[src/rtl/lphm_pkg.sv]
// ----------------------------------------------------------------------------
// lphm_pkg: shared types and constants of the linear probing hash map
// Slot geometry, hash constant, opcodes and the beat types of both channels.
// ----------------------------------------------------------------------------
package lphm_pkg;

  // Table geometry (slot count is a power of two, home slot is a mask)
  localparam int SLOTS  = 1024;
  localparam int SLOT_W = 10;
  localparam int COUNT_W = 11;

  // Multiplicative hash; only its low bits reach the home slot
  localparam logic [63:0] HASH_MULT = 64'd2654435761;
  localparam logic [SLOT_W-1:0] HASH_LOW = HASH_MULT[SLOT_W-1:0];

  // Load limit after reset
  localparam logic [COUNT_W-1:0] LIMIT_RESET = 11'd768;

  // Register addresses
  localparam logic [1:0] ADDR_LIMIT = 2'd0;

  // Opcodes
  localparam logic [1:0] OP_LOOKUP = 2'd0;
  localparam logic [1:0] OP_INSERT = 2'd1;
  localparam logic [1:0] OP_READ   = 2'd2;

  // Status codes
  localparam logic STAT_DONE = 1'b0;
  localparam logic STAT_FULL = 1'b1;

  // Slot word: used flag, key, value
  localparam int ENTRY_W = 129;

  // Command beat
  typedef struct packed {
    logic [1:0]        opcode;
    logic signed [63:0] key;
    logic signed [63:0] new_value;
    logic [SLOT_W-1:0] slot_index;
  } cmd_t;

  // Result beat
  typedef struct packed {
    logic               found;
    logic signed [63:0] value_out;
    logic signed [63:0] key_out;
    logic [COUNT_W-1:0] entry_count;
    logic               status;
  } rsp_t;

  // Queue entry: classified command with its first probe address
  typedef struct packed {
    logic [1:0]         opcode;
    logic signed [63:0] key;
    logic signed [63:0] new_value;
    logic [SLOT_W-1:0]  addr;
  } job_t;

endpackage

[src/rtl/lphm_front.sv]
// ----------------------------------------------------------------------------
// lphm_front: command intake and classification
// Turns a command beat into a job with its first probe slot.
// ----------------------------------------------------------------------------
module lphm_front (
  input  lphm_pkg::cmd_t cmd,
  output lphm_pkg::job_t job
);

  logic [2*lphm_pkg::SLOT_W-1:0] prod;

  // Home slot: low bits of key times the hash constant
  assign prod = cmd.key[lphm_pkg::SLOT_W-1:0] * lphm_pkg::HASH_LOW;

  // Slot reads start at the given index, key ops at the home slot
  always_comb begin
    job.opcode    = cmd.opcode;
    job.key       = cmd.key;
    job.new_value = cmd.new_value;
    if (cmd.opcode == lphm_pkg::OP_READ) begin
      job.addr = cmd.slot_index;
    end else begin
      job.addr = prod[lphm_pkg::SLOT_W-1:0];
    end
  end

endmodule

[config.mk]
export PLATFORM = sky130hd
export DESIGN_NAME = lphm_front
export DESIGN_NICKNAME = d
export VERILOG_FILES = /design/src/rtl/lphm_pkg.sv /design/src/rtl/lphm_front.sv
export SDC_FILE = /design/constraint.sdc
export NUM_CORES = 1
export LEC_CHECK = 0
export BUFFER_PORTS_ARGS = -buffer_cell sky130_fd_sc_hd__buf_2
export CORE_AREA = 2 2 109 111
export DETAILED_ROUTE_END_ITERATION = 10
export DIE_AREA = 0 0 111 113
export GPL_TIMING_DRIVEN = 0
export PLACE_DENSITY = 0.5
export SYNTH_ARGS = -nofsm -noshare
export SYNTH_HDL_FRONTEND = slang
export SYNTH_SLANG_ARGS = --single-unit
export TNS_END_PERCENT = 20
[constraint.sdc]
create_clock -name vclk -period 6.95
set_input_delay 1.0425 -clock vclk [all_inputs]
set_output_delay 1.0425 -clock vclk [all_outputs]
set_load 0.05 [all_outputs]
==> report_table.html <==
<table>
<tr><th>Metric</th><th>Value</th></tr>
<tr><th colspan="2">Outcome</th></tr>
<tr><td>Status</td><td>completed</td></tr>
<tr><th colspan="2">Critical path</th></tr>
<tr><td>Critical path arrival</td><td>4.28 ns</td></tr>
<tr><td>Crit path launch type</td><td>input port</td></tr>
<tr><td>Crit Path Max Fanout</td><td>5</td></tr>
<tr><td>CP most frequent cell</td><td>ha_1</td></tr>
<tr><td>Cells along the critical path</td><td>buf_2 -&gt; ha_1 -&gt; ha_1 -&gt; inv_1 -&gt; fa_1 -&gt; fa_1 -&gt; inv_1 -&gt; ha_1 -&gt; a21oi_4 -&gt; xnor3_1 -&gt; mux2_2 -&gt; buf_2</td></tr>
<tr><td>Critical-path cell with the highest stage delay</td><td>fa_1</td></tr>
<tr><td>Type of the worst setup path</td><td>in -&gt; out</td></tr>
<tr><td>Slowest stage delay, CP</td><td>0.52 ns</td></tr>
<tr><td>Worst Path Required</td><td>5.91 ns</td></tr>
<tr><td>Kind of capture point of the worst setup path</td><td>output port</td></tr>
<tr><th colspan="2">Final layout</th></tr>
<tr><td>ANT cells</td><td>0</td></tr>
<tr><td>Core utilization of the finished layout</td><td>0.226</td></tr>
<tr><td>Footprint of the flip-flops and latches</td><td>0 µm²</td></tr>
<tr><td>Clock buffers</td><td>0</td></tr>
<tr><td>Area Overhead vs Synth</td><td>63.3%</td></tr>
<tr><td>Flip-flop and latch count</td><td>0</td></tr>
<tr><td>Share of cells above drive strength 1</td><td>0.865</td></tr>
<tr><td>Final-stage net count</td><td>512</td></tr>
<tr><th colspan="2">Floorplanning</th></tr>
<tr><td>Num ports</td><td>280</td></tr>
<tr><td>Core area</td><td>0.0113 mm²</td></tr>
<tr><td># rows</td><td>39</td></tr>
<tr><td>Y dimension of the die</td><td>113 µm</td></tr>
<tr><td>Die Area</td><td>0.0125 mm²</td></tr>
<tr><td>X dimension of the die</td><td>111 µm</td></tr>
<tr><td>Effective utilization at floorplan</td><td>0.139</td></tr>
<tr><th colspan="2">Worst hold path</th></tr>
<tr><td>Class of the tightest hold or removal check</td><td>in -&gt; out</td></tr>
<tr><td>Launch point of the worst hold path</td><td>cmd[17]</td></tr>
<tr><td>Endpoint with the worst hold slack</td><td>job[17]</td></tr>
<tr><td>Cells on Worst Hold Path</td><td>2</td></tr>
<tr><th colspan="2">CTS</th></tr>
<tr><td>Post-CTS setup-driven buffer insertion count</td><td>0</td></tr>
<tr><td>Cells resized by post-CTS repair</td><td>0</td></tr>
<tr><td>Cts-stage hold buffer count</td><td>0</td></tr>
<tr><th colspan="2">Job</th></tr>
<tr><td>Maximum Capacitance Violations</td><td>0</td></tr>
<tr><th colspan="2">Synthesis</th></tr>
<tr><td>Number of warnings reported in the yosys synthesis log</td><td>0</td></tr>
<tr><td>Number of different library cells in the post-synthesis netlist</td><td>15</td></tr>
<tr><td>Mapped cell area</td><td>0.00156 mm²</td></tr>
<tr><td>Mapped Nets</td><td>348</td></tr>
<tr><td>Portion of the post-synthesis area used by sequential elements</td><td>0</td></tr>
<tr><td>Cells after Synth</td><td>186</td></tr>
<tr><td>Syn_area_per_cell</td><td>8.40 µm²</td></tr>
<tr><th colspan="2">Timing</th></tr>
<tr><td>Final hold vios</td><td>0</td></tr>
<tr><td>Worst rel slew slack</td><td>0.593</td></tr>
<tr><td>Highest clock rate</td><td>188 MHz</td></tr>
<tr><td>Pins Over Slew Limit</td><td>0</td></tr>
<tr><td>Tightest Pin Transition</td><td>0.611 ns</td></tr>
<tr><td>Final min period</td><td>5.33 ns</td></tr>
<tr><td>Worst-case setup margin in the final layout</td><td>1.62 ns</td></tr>
<tr><td>Final setup violation count</td><td>0</td></tr>
<tr><td>Total Neg Setup Slack</td><td>0 ns</td></tr>
<tr><td>Setup repair after global routing missed its margin</td><td>false</td></tr>
<tr><td>Post-route fraction of the period consumed by the critical path</td><td>0.766</td></tr>
<tr><th colspan="2">Detailed routing</th></tr>
<tr><td>Routed wire per std cell</td><td>9.16 µm</td></tr>
<tr><td>TritonRoute pass-1 iters</td><td>4</td></tr>
<tr><td>Detailed router's first-iteration violation count</td><td>9</td></tr>
<tr><td>Vias post-DR</td><td>1589</td></tr>
<tr><td>DRC violations left</td><td>0</td></tr>
<tr><td>Total wirelength of the detailed-routed design</td><td>4500 µm</td></tr>
<tr><td>Remaining antenna violation count after routing</td><td>0</td></tr>
<tr><td>Drt via density</td><td>3.24</td></tr>
<tr><th colspan="2">Global routing</th></tr>
<tr><td>Antenna violations before repair</td><td>0</td></tr>
<tr><td>Remaining Overflow, GRT</td><td>0</td></tr>
<tr><td>Global Route Usage Sum</td><td>0.0568</td></tr>
<tr><td>Global-route wire length before repair</td><td>6050 µm</td></tr>
<tr><td>Maximum number of pins on one net before global-route repair</td><td>11</td></tr>
<tr><td>Vias in the first global route</td><td>1384</td></tr>
<tr><th colspan="2">Power and ir drop</th></tr>
<tr><td>VDD IR-drop max</td><td>0.000152 V</td></tr>
<tr><td>Power Dens Cells</td><td>164 mW/mm²</td></tr>
<tr><td>Leakage</td><td>1.56 nW</td></tr>
<tr><th colspan="2">Place</th></tr>
<tr><td>Minimum setup slack after placement</td><td>1.62 ns</td></tr>
<tr><td>Count of buffers from port buffering</td><td>162</td></tr>
<tr><td>GP Congestion</td><td>0.773</td></tr>
<tr><td>Half-perimeter wire length after placement</td><td>4340 µm</td></tr>
</table>
cell families (layout without fill, tap and decap cells):
family,after synthesis,count (layout),share of synthesized area
buffers and inverters,140,302,0.649
adder cells (fa/ha/maj),22,22,0.195
XOR/XNOR,9,9,0.0681
multiplexers,8,8,0.0576
AO/OA/AOI/OAI,4,4,0.0216
AND/OR/NAND/NOR,3,3,0.00881
critical path, delay by kind of cell:
kind                     cells  cell delay (ns)
buffers and inverters        4             0.45
multiplexers                 1             0.26
AO/OA/AOI/OAI                1             0.14
adder cells (fa/ha/maj)      5             2.00
XOR/XNOR                     1             0.40
per-layer routing:
| layer | global-route usage | vias up | wire, µm |
|---|---|---|---|
| li1 | - | 775 | - |
| met1 | 0.0494 | 660 | 1210 |
| met2 | 0.135 | 154 | 2650 |
| met3 | 0.0112 | 0 | 643 |
| met4 | 0 | 0 | 0 |
| met5 | 0 | - | 0 |
metrics by stage:
stage | power [mW] | instance area, µm² | instances | hold WS (ns)
floorplan | 0.347 | 1560 | 186 | 2.25
global placement | 0.422 | 2550 | 491 | 2.39
detailed placement | 0.424 | 2550 | 491 | 2.39
CTS | 0.425 | 2550 | 491 | 2.39
global route | 0.442 | 2550 | 491 | 2.39
finish | 0.419 | 2550 | 491 | 2.39
cell usage after synthesis:
master,count,area share
ha_1,18,0.14
xnor2_1,5,0.028
o21ai_0,1,0.0032
o21ai_1,1,0.0032
nor2b_1,1,0.0040
mux2_2,8,0.058
buf_4,130,0.62
fa_1,4,0.051
xor2_1,2,0.011
nand2_1,2,0.0048
inv_1,9,0.022
a21o_1,1,0.0048
a21oi_4,1,0.010
xnor3_1,2,0.029
clkbuf_1,1,0.0024
cell type report:
class              instances  area, µm²
multi-input cells         46        549
well taps                143        179
plain buffers            131        980
inverters                  9       33.8
repair buffers           162        811
fillers                 1263       8720
how the worst max path moves through the flow:
stage          slack [ns]     end  startpoint
2_1_floorplan        1.64  job[8]     cmd[74]
5_1_grt              1.53  job[9]     cmd[74]
3_5_place_dp         1.62  job[9]     cmd[74]
4_1_cts              1.59  job[9]     cmd[74]
6_report             1.62  job[9]     cmd[74]
3_3_place_gp         1.62  job[9]     cmd[74]
layout by cell type, fill, tap and decap left out, drive strengths merged:
cell / n
nor2b: 1
fa: 4
mux2: 8
a21oi: 1
inv: 9
xnor2: 5
nand2: 2
o21ai: 2
clkbuf: 1
xnor3: 2
a21o: 1
ha: 18
xor2: 2
buf: 292
power by group:
| part | internal, mW | total (mW) | switching [mW] |
|---|---|---|---|
| Sequential | 0 | 0 | 0 |
| Combinational | 0.142 | 0.419 | 0.277 |
| Clock | 0 | 0 | 0 |
| Total | 0.142 | 0.419 | 0.277 |
Power figures use the tool's default switching activity.
