<file path="src/rtl/lphm_pkg.sv">
// ----------------------------------------------------------------------------
// lphm_pkg: shared types and constants of the linear probing hash map
// Slot geometry, hash constant, opcodes and the beat types of both channels.
// ----------------------------------------------------------------------------
package lphm_pkg;

  // Table geometry (slot count is a power of two, home slot is a mask)
  localparam int SLOTS  = 1024;
  localparam int SLOT_W = 10;
  localparam int COUNT_W = 11;

  // Multiplicative hash; only its low bits reach the home slot
  localparam logic [63:0] HASH_MULT = 64'd2654435761;
  localparam logic [SLOT_W-1:0] HASH_LOW = HASH_MULT[SLOT_W-1:0];

  // Load limit after reset
  localparam logic [COUNT_W-1:0] LIMIT_RESET = 11'd768;

  // Register addresses
  localparam logic [1:0] ADDR_LIMIT = 2'd0;

  // Opcodes
  localparam logic [1:0] OP_LOOKUP = 2'd0;
  localparam logic [1:0] OP_INSERT = 2'd1;
  localparam logic [1:0] OP_READ   = 2'd2;

  // Status codes
  localparam logic STAT_DONE = 1'b0;
  localparam logic STAT_FULL = 1'b1;

  // Slot word: used flag, key, value
  localparam int ENTRY_W = 129;

  // Command beat
  typedef struct packed {
    logic [1:0]        opcode;
    logic signed [63:0] key;
    logic signed [63:0] new_value;
    logic [SLOT_W-1:0] slot_index;
  } cmd_t;

  // Result beat
  typedef struct packed {
    logic               found;
    logic signed [63:0] value_out;
    logic signed [63:0] key_out;
    logic [COUNT_W-1:0] entry_count;
    logic               status;
  } rsp_t;

  // Queue entry: classified command with its first probe address
  typedef struct packed {
    logic [1:0]         opcode;
    logic signed [63:0] key;
    logic signed [63:0] new_value;
    logic [SLOT_W-1:0]  addr;
  } job_t;

endpackage

</file>
<file path="src/rtl/lphm_fifo.sv">
// ----------------------------------------------------------------------------
// lphm_fifo: two-entry job queue
// Decouples command intake from the probe engine.
// ----------------------------------------------------------------------------
module lphm_fifo (
  input  logic           clk,
  input  logic           rst,
  input  logic           push,
  input  lphm_pkg::job_t push_job,
  input  logic           pop,
  output lphm_pkg::job_t pop_job,
  output logic           empty,
  output logic           full
);

  lphm_pkg::job_t slots [2];
  logic           wptr;
  logic           rptr;
  logic [1:0]     count;

  assign empty   = (count == 2'd0);
  assign full    = (count == 2'd2);
  assign pop_job = slots[rptr];

  // Pointers and fill count
  always_ff @(posedge clk) begin
    if (rst) begin
      wptr  <= 1'b0;
      rptr  <= 1'b0;
      count <= 2'd0;
    end else begin
      if (push) begin
        wptr <= ~wptr;
      end
      if (pop) begin
        rptr <= ~rptr;
      end
      if (push && !pop) begin
        count <= count + 2'd1;
      end else if (pop && !push) begin
        count <= count - 2'd1;
      end
    end
  end

  // Entry storage
  always_ff @(posedge clk) begin
    if (push) begin
      slots[wptr] <= push_job;
    end
  end

endmodule

</file>
<file path="config.mk">
export PLATFORM = sky130hd
export DESIGN_NAME = lphm_fifo
export DESIGN_NICKNAME = d
export VERILOG_FILES = /design/src/rtl/lphm_pkg.sv /design/src/rtl/lphm_fifo.sv
export SDC_FILE = /design/constraint.sdc
export NUM_CORES = 1
export LEC_CHECK = 0
export ABC_AREA = 1
export BUFFER_PORTS_ARGS = -buffer_cell sky130_fd_sc_hd__buf_2
export CAP_MARGIN = 20
export CORE_MARGIN = 3
export CORE_UTILIZATION = 35
export CTS_CLUSTER_DIAMETER = 200
export DETAILED_ROUTE_END_ITERATION = 6
export PLACE_DENSITY_LB_ADDON = 0.15
export SLEW_MARGIN = 20
export SYNTH_ARGS = -nofsm -noshare
export SYNTH_HDL_FRONTEND = slang
export SYNTH_SLANG_ARGS = --single-unit
export TNS_END_PERCENT = 10
</file>
<file path="constraint.sdc">
create_clock -name clk -period 8.8 [get_ports clk]
set_clock_uncertainty 0.05 [all_clocks]
set_input_delay 0.88 -clock clk [delete_from_list [all_inputs] [get_ports clk]]
set_output_delay 0.88 -clock clk [all_outputs]
set_load 0.02 [all_outputs]
</file>
==> results.json, run 1 <==
{
  "fmax_mhz": 264.0,
  "avgSynthCellArea_um2": 22.91,
  "synthDistinctLibCells": 17,
  "combPwrFrac_pct": 12.4,
  "ir_worst_vdd_mv": 0.1955,
  "ys_seq_elements": 285,
  "place_inst": 1133,
  "worstSetupPathType": "reg -> out",
  "drc": 0,
  "p_clk_share_pct": 36.0,
  "die_x_um": 181.2,
  "crit_path_cell_trace": "buf_4, mux2_2, buf_2",
  "grt-ovfl-total": 0,
  "tightest_slew_ns": 0.9675,
  "syn_area_mm2": 0.01075,
  "synth_cells": 469,
  "worstSkewPairLatency_ns": 0.54,
  "grt_pass1_vias": 5738,
  "drt-wirelength-per-cell_um": 18.29,
  "pwr-share-seq_pct": 51.6,
  "initial_core_util_pct": 35.87,
  "area_delta_synth_final_pct": 24.98,
  "cts_tree": "built",
  "outcome": "finished clean",
  "cpPeakStageDelay_ns": 0.81,
  "core_area_mm2": 0.02995,
  "clock-sinks": 285,
  "synth_seq_area_share_pct": 79.18,
  "multiInputGateArea_mm2": 0.002052,
  "wirelength_mm": 21.71,
  "finalNetCount": 921,
  "root_buffer": "clkbuf_16",
  "switching_share_pct": 23.31,
  "grt_max_degree": 75,
  "cts_buffer_depth": 3,
  "dieArea_mm2": 0.03284,
  "cts-buffers-inserted": 31,
  "hold_viol": 0,
  "syn-num-nets": 614,
  "final_layout_size_suffix_gt1_share_pct": 59.05,
  "num-fill-cells": 2667,
  "ys_warn_count": 0,
  "grtUsageTotal_pct": 12.47,
  "viasPerCell": 4.480,
  "pwr_density_cell_mw_per_mm2": 231.0,
  "internal-power_uw": 2379,
  "post_cts_resized": 0,
  "fp-row-count": 63,
  "critPathArrivalTime_ns": 2.86,
  "fin_setup_tns_ns": 0,
  "endpoint_kind": "primary output",
  "dr.first_iter.drc_count": 271,
  "p_sw_uw": 723.0,
  "timing.final.crit_share_pct": 43.05,
  "whs_path_depth": 1,
  "htreeDepth": 1,
  "slew_violations": 0,
  "rsz0062_at_grt": "false",
  "r2r_cells": 2,
  "place_congestion": 0.7174,
  "critPathRequiredTime_ns": 7.87,
  "grt_first_pass_wirelength_mm": 32.60,
  "post-cts-setup-buffers": 0,
  "critPathMaxFanout": 57,
  "cts_hold_buf": 0,
  "p_leak_uw": 0.005226,
  "drt_pass1_iterations": 4,
  "numPortBuffers": 285,
  "vias": 5318,
  "cp_slowest_cell": "buf_4",
  "power_uw": 3102,
  "hpwl_mm": 14.49,
  "maxCapViolCount": 0,
  "die_height_um": 181.2,
  "period_minus_slack_ns": 3.788,
  "setup_viol": 0,
  "antenna_found_initial": 4,
  "ant_nets": 0,
  "io_pins": 286,
  "setup_ws_ns": 5.012,
  "worstHoldPathType": "in -> reg",
  "dp_slack_ns": 5.549,
  "seqCellArea_mm2": 0.008512,
  "fin_cells": 1187,
  "slew-limit-headroom_pct": 35.50,
  "startpoint_type": "flop",
  "clk_pin_slew_worst_paths_ns": 0.06
}
## critical path, delay by kind of cell (launching register included)
family                 cells  cell delay, ns
flip-flops                 1            0.79
multiplexers               1            0.43
buffers and inverters      2            0.97
## worst paths after layout
kind | startpoint | endpoint | slack [ns]
worst max-delay path | flop | pop_job[21] | 5.01
worst min-delay path | push_job[20] | slots[0][20] | 0.47
worst min register to register | rptr | rptr | 0.47
worst max register to register | wptr | slots[0][120] | 6.34
## cells in the final DEF, fill, tap and decap left out, drive strengths merged
cell type    n
a21oi        1
buf        290
clkbuf      37
clkinv      14
clkinvlp     1
dfxtp        5
diode        1
edfxtp     280
ha           1
inv         10
mux2       140
nand2        5
nand3        1
nand4        1
nor2         7
nor3         1
o21ai        1
xnor2        1
## state kept, by name (all words and copies together) (netlist names), named ones only
| name | cells |
|---|---|
| count | 2 |
| rptr | 1 |
| slots | 280 |
| wptr | 1 |
## metrics by stage
step	hold WS, ns	area [um^2]	utilization [%]
floorplan	0.4299	10750	-
global placement	0.4505	12550	41.91
detailed placement	0.4639	12550	41.91
CTS	0.4342	13430	44.82
global route	0.4405	13430	44.82
finish	0.4706	13430	44.83
## metal layers
layer	vias to the layer above	part of all wire [%]	routed length, um	GRT usage (%)
li1	2456	-	-	-
met1	2578	41	8936	16.01
met2	232	46	10010	20.06
met3	44	9.9	2159	4.912
met4	8	2.5	546	2.925
met5	-	0.23	49	0
## kinds of logic after synthesis
kind of cell / after synthesis / synth area share [%]
DFF: 285 / 79.18
buffers and inverters: 25 / 1.793
adders and majority gates: 1 / 0.1164
xor gates and xnor gates: 1 / 0.08152
AOI/OAI and AO/OA: 2 / 0.09306
and+or+nand+nor: 15 / 0.5706
muxes: 140 / 18.16
## layout make-up
cell class	count	area share, %
sequential	285	63.38
multi-input combinational	159	15.28
clock inverter	16	0.5497
antenna	1	0.01863
timing repair buffer	290	10.90
clock buffer	37	5.944
inverter	9	0.2888
tap	390	3.634
## synthesized netlist by cell type, drive strengths merged
cell | count | area (um^2)
edfxtp | 280 | 8408
mux2 | 140 | 1952
buf | 16 | 158.9
inv | 9 | 33.78
nor2 | 7 | 26.28
dfxtp | 5 | 100.1
nand2 | 5 | 18.77
a21oi | 1 | 5.000
ha | 1 | 12.51
nand3 | 1 | 5.000
nand4 | 1 | 6.260
nor3 | 1 | 5.000
o21ai | 1 | 5.000
xnor2 | 1 | 8.760
## power by group through the flow
stage / Sequential, uW / Clock [uW] / Combinational, uW
after floorplan: 1630 / 0 / 270
after CTS: 1600 / 1160 / 391
after global placement: 1630 / 0 / 383
after detailed placement: 1630 / 0 / 390
after global routing: 1610 / 1210 / 409
final: 1600 / 1120 / 384
(Power assumes the default switching activity.)
==> run 2, diff against run 1 <==
--- a/config.mk
+++ b/config.mk
@@ -5,7 +5,7 @@
 export SDC_FILE = /design/constraint.sdc
 export NUM_CORES = 1
 export LEC_CHECK = 0
-export ABC_AREA = 1
+export ABC_AREA = 0
 export BUFFER_PORTS_ARGS = -buffer_cell sky130_fd_sc_hd__buf_2
 export CAP_MARGIN = 20
 export CORE_MARGIN = 3
==> constraint.sdc (replaced) <==
create_clock -name clk -period 3.5 [get_ports clk]
set_clock_uncertainty 0.05 [all_clocks]
set_input_delay 0.35 -clock clk [delete_from_list [all_inputs] [get_ports clk]]
set_output_delay 0.35 -clock clk [all_outputs]
set_load 0.02 [all_outputs]
==> run 2 against run 1 <==
Net effect:
- flip-flop and latch count unchanged
- global-route usage up 0.45 points
- total power rose to 2.7 times the previous value
- routed wire length up 1.5%
- die area down 0.19%
- cell area up 12%
- sequential power rose to 2.5 times the previous value
- via count up 8.2%
- register-to-register slack worse by 4.5 ns
- sequential share of layout area down 6.9 points
- first-iteration DRC count down 20%
- largest cell class unchanged
==> results.json, run 2 <==
{
  "synth_xor_area_share_pct": 0.3267,
  "synth_top_area_share_pct": 78.40,
  "die_height_um": 181.0,
  "fp-row-count": 63,
  "initial_core_util_pct": 35.80,
  "synthDistinctLibCells": 17,
  "critPathRequiredTime_ns": 3.10,
  "wirelength_mm": 22.04,
  "dr.first_iter.drc_count": 216,
  "p_leak_uw": 0.005894,
  "worstSetupPathType": "reg -> out",
  "hpwl_mm": 14.06,
  "die_x_um": 181.0,
  "synth_seq_area_share_pct": 79.34,
  "period_minus_slack_ns": 2.648,
  "antenna_found_initial": 2,
  "tightest_slew_ns": 0.8370,
  "drt_pass1_iterations": 6,
  "num-fill-cells": 2501,
  "internal-power_uw": 6597,
  "critPathArrivalTime_ns": 2.25,
  "r2r_slack_ns": 1.88,
  "regMostFlops": "slots",
  "synth-adder-area-share_pct": 0.1167,
  "dieArea_mm2": 0.03278,
  "post_synth_most_frequent_cells": "edfxtp_1, mux2_4, mux2_2",
  "post_cts_resized": 0,
  "yosys.cell_count.top_type": "edfxtp_1",
  "synth_area_leader_cell": "edfxtp_1",
  "grt_use_met2_pct": 21.27,
  "cts_tree": "built",
  "place_congestion": 0.7177,
  "p_sw_uw": 1904,
  "combPwrFrac_pct": 13.7,
  "startpoint_type": "flop",
  "area_delta_synth_final_pct": 40.56,
  "yosys.area_share.simple_pct": 0.4084,
  "async_flop_share_pct": 0,
  "drc": 0,
  "viasPerCell": 4.353,
  "largest_reg_flops": 280,
  "ys_warn_count": 0,
  "maxCapViolCount": 0,
  "htreeDepth": 1,
  "vias": 5755,
  "slew-limit-headroom_pct": 44.20,
  "fin_setup_tns_ns": 0,
  "cts_buffer_depth": 3,
  "p_clk_share_pct": 38.5,
  "synth_area_leaders": "edfxtp_1, mux2_4, mux2_2, buf_6, dfxtp_1",
  "grt_pass1_vias": 6322,
  "synth_top_family_by_area": "multiplexers",
  "mostFrequentLayoutCells": "buf_2, edfxtp_1, dlygate4sd3_1",
  "synth_cells": 458,
  "cts-buffers-inserted": 31,
  "ys_seq_elements": 285,
  "grt_max_degree": 141,
  "met3_usage_pct": 4.510,
  "grtUsageMet1_pct": 16.56,
  "finalNetCount": 1053,
  "timing.final.crit_share_pct": 75.65,
  "grtUsageTotal_pct": 12.92,
  "worstSkewPairLatency_ns": 0.54,
  "hold_viol": 0,
  "endpoint_kind": "primary output",
  "grt-ovfl-total": 0,
  "synth.area.mux_share_pct": 18.20,
  "grt_first_pass_wirelength_mm": 34.02,
  "worstHoldPathType": "in -> reg",
  "avgSynthCellArea_um2": 23.41,
  "slew_violations": 0,
  "outcome": "finished clean",
  "final_layout_size_suffix_gt1_share_pct": 51.29,
  "rsz0062_at_grt": "false",
  "clock-sinks": 285,
  "syn_area_mm2": 0.01072,
  "fmax_mhz": 377.7,
  "io_pins": 286,
  "ir_worst_vdd_mv": 0.4390,
  "core_area_mm2": 0.02995,
  "setup_viol": 0,
  "switching_share_pct": 22.40,
  "ant_nets": 0,
  "synth_edf_count": 280,
  "numPortBuffers": 285,
  "top_regs": "slots x280, count x2",
  "synth_compound_area_share_pct": 0.09334,
  "clk_pin_slew_worst_paths_ns": 0.06,
  "synth-main-ff-cell": "edfxtp_1",
  "grt-busiest-layer": "met2",
  "pwr-share-seq_pct": 47.8,
  "pwr_density_cell_mw_per_mm2": 564.0,
  "layout_commonest_cell": "buf_2",
  "drt-wirelength-per-cell_um": 16.67,
  "whs_ns": 0.07764,
  "syn-num-nets": 603,
  "critPathMaxFanout": 46,
  "root_buffer": "clkbuf_16"
}
[run 2: cell count changes in the layout (fill, tap and decap cells not counted), moves of 4 or more]
cell	delta
dlygate4sd3_1	+141
inv_1	-7
buf_12	+6
bufinv_16	+6
nand2_1	-5
buf_4	-4
[run 2: metal layers]
| metal | vias to the layer above | wire, um |
|---|---|---|
| li1 | 2722 | - |
| met1 | 2780 | 9303 |
| met2 | 223 | 10320 |
| met3 | 30 | 2031 |
| met4 | 0 | 380 |
| met5 | - | 0 |
[run 2: cells by family (layout without fill, tap and decap cells)]
group,Yosys count,count (layout)
adders and majority gates,1,1
xor gates and xnor gates,4,4
muxes,140,140
AOI/OAI and AO/OA,2,2
and+or+nand+nor,9,9
buffers and inverters,17,489
DFF,285,285
other,0,2
[run 2: timing repair]
item | in CTS | in global routing
hold endpoints to repair | 285 | 0
hold buffers | 141 | 0
buffers inserted | 0 | 0
[run 2: layout make-up]
cell class / count / area [um^2] / area share [%]
clock inverters: 19 / 241.5 / 1.602
well taps: 390 / 488.0 / 3.237
inverters: 1 / 3.754 / 0.02490
repair buffers: 433 / 2965 / 19.67
multi-input cells: 156 / 2063 / 13.69
diodes: 2 / 5.005 / 0.03320
clock buffers: 36 / 794.5 / 5.271
flip-flops and latches: 285 / 8512 / 56.47
[run 2: stage by stage]
step                      power, uW  util [%]  instances  worst slack (ns)  area (um^2)
after floorplan                4829         -        458           -0.6770        10730
after global placement         5172     42.13       1124             1.381        12620
after detailed placement       5194     42.13       1124             1.351        12620
after CTS                      8644     50.30       1320            0.7610        15070
after global routing           8849     50.32       1322            0.6963        15070
final                          8502     50.32       1322            0.8524        15070
[run 2: path summary, 6_finish.rpt]
check                              start           end  cells after the start
worst max register to register      wptr  slots[0][69]                      2
worst max-delay path                flop   pop_job[32]                      3
worst min-delay path                 pop          rptr                      3
worst min register to register  count[1]      count[1]                      2
[run 2: power groups by stage]
stage | Combinational (uW) | Sequential, uW | Clock (uW)
6_report | 1170 | 4060 | 3270
3_3_place_gp | 1050 | 4130 | 0
4_1_cts | 1190 | 4070 | 3390
3_5_place_dp | 1060 | 4140 | 0
2_1_floorplan | 719 | 4110 | 0
5_1_grt | 1250 | 4080 | 3520
[run 2: critical path, cell delays in order, from the launching register on]
cell and delay [ns]:
dfxtp_4 0.83, buf_12 0.32, mux2_4 0.34, buf_2 0.16
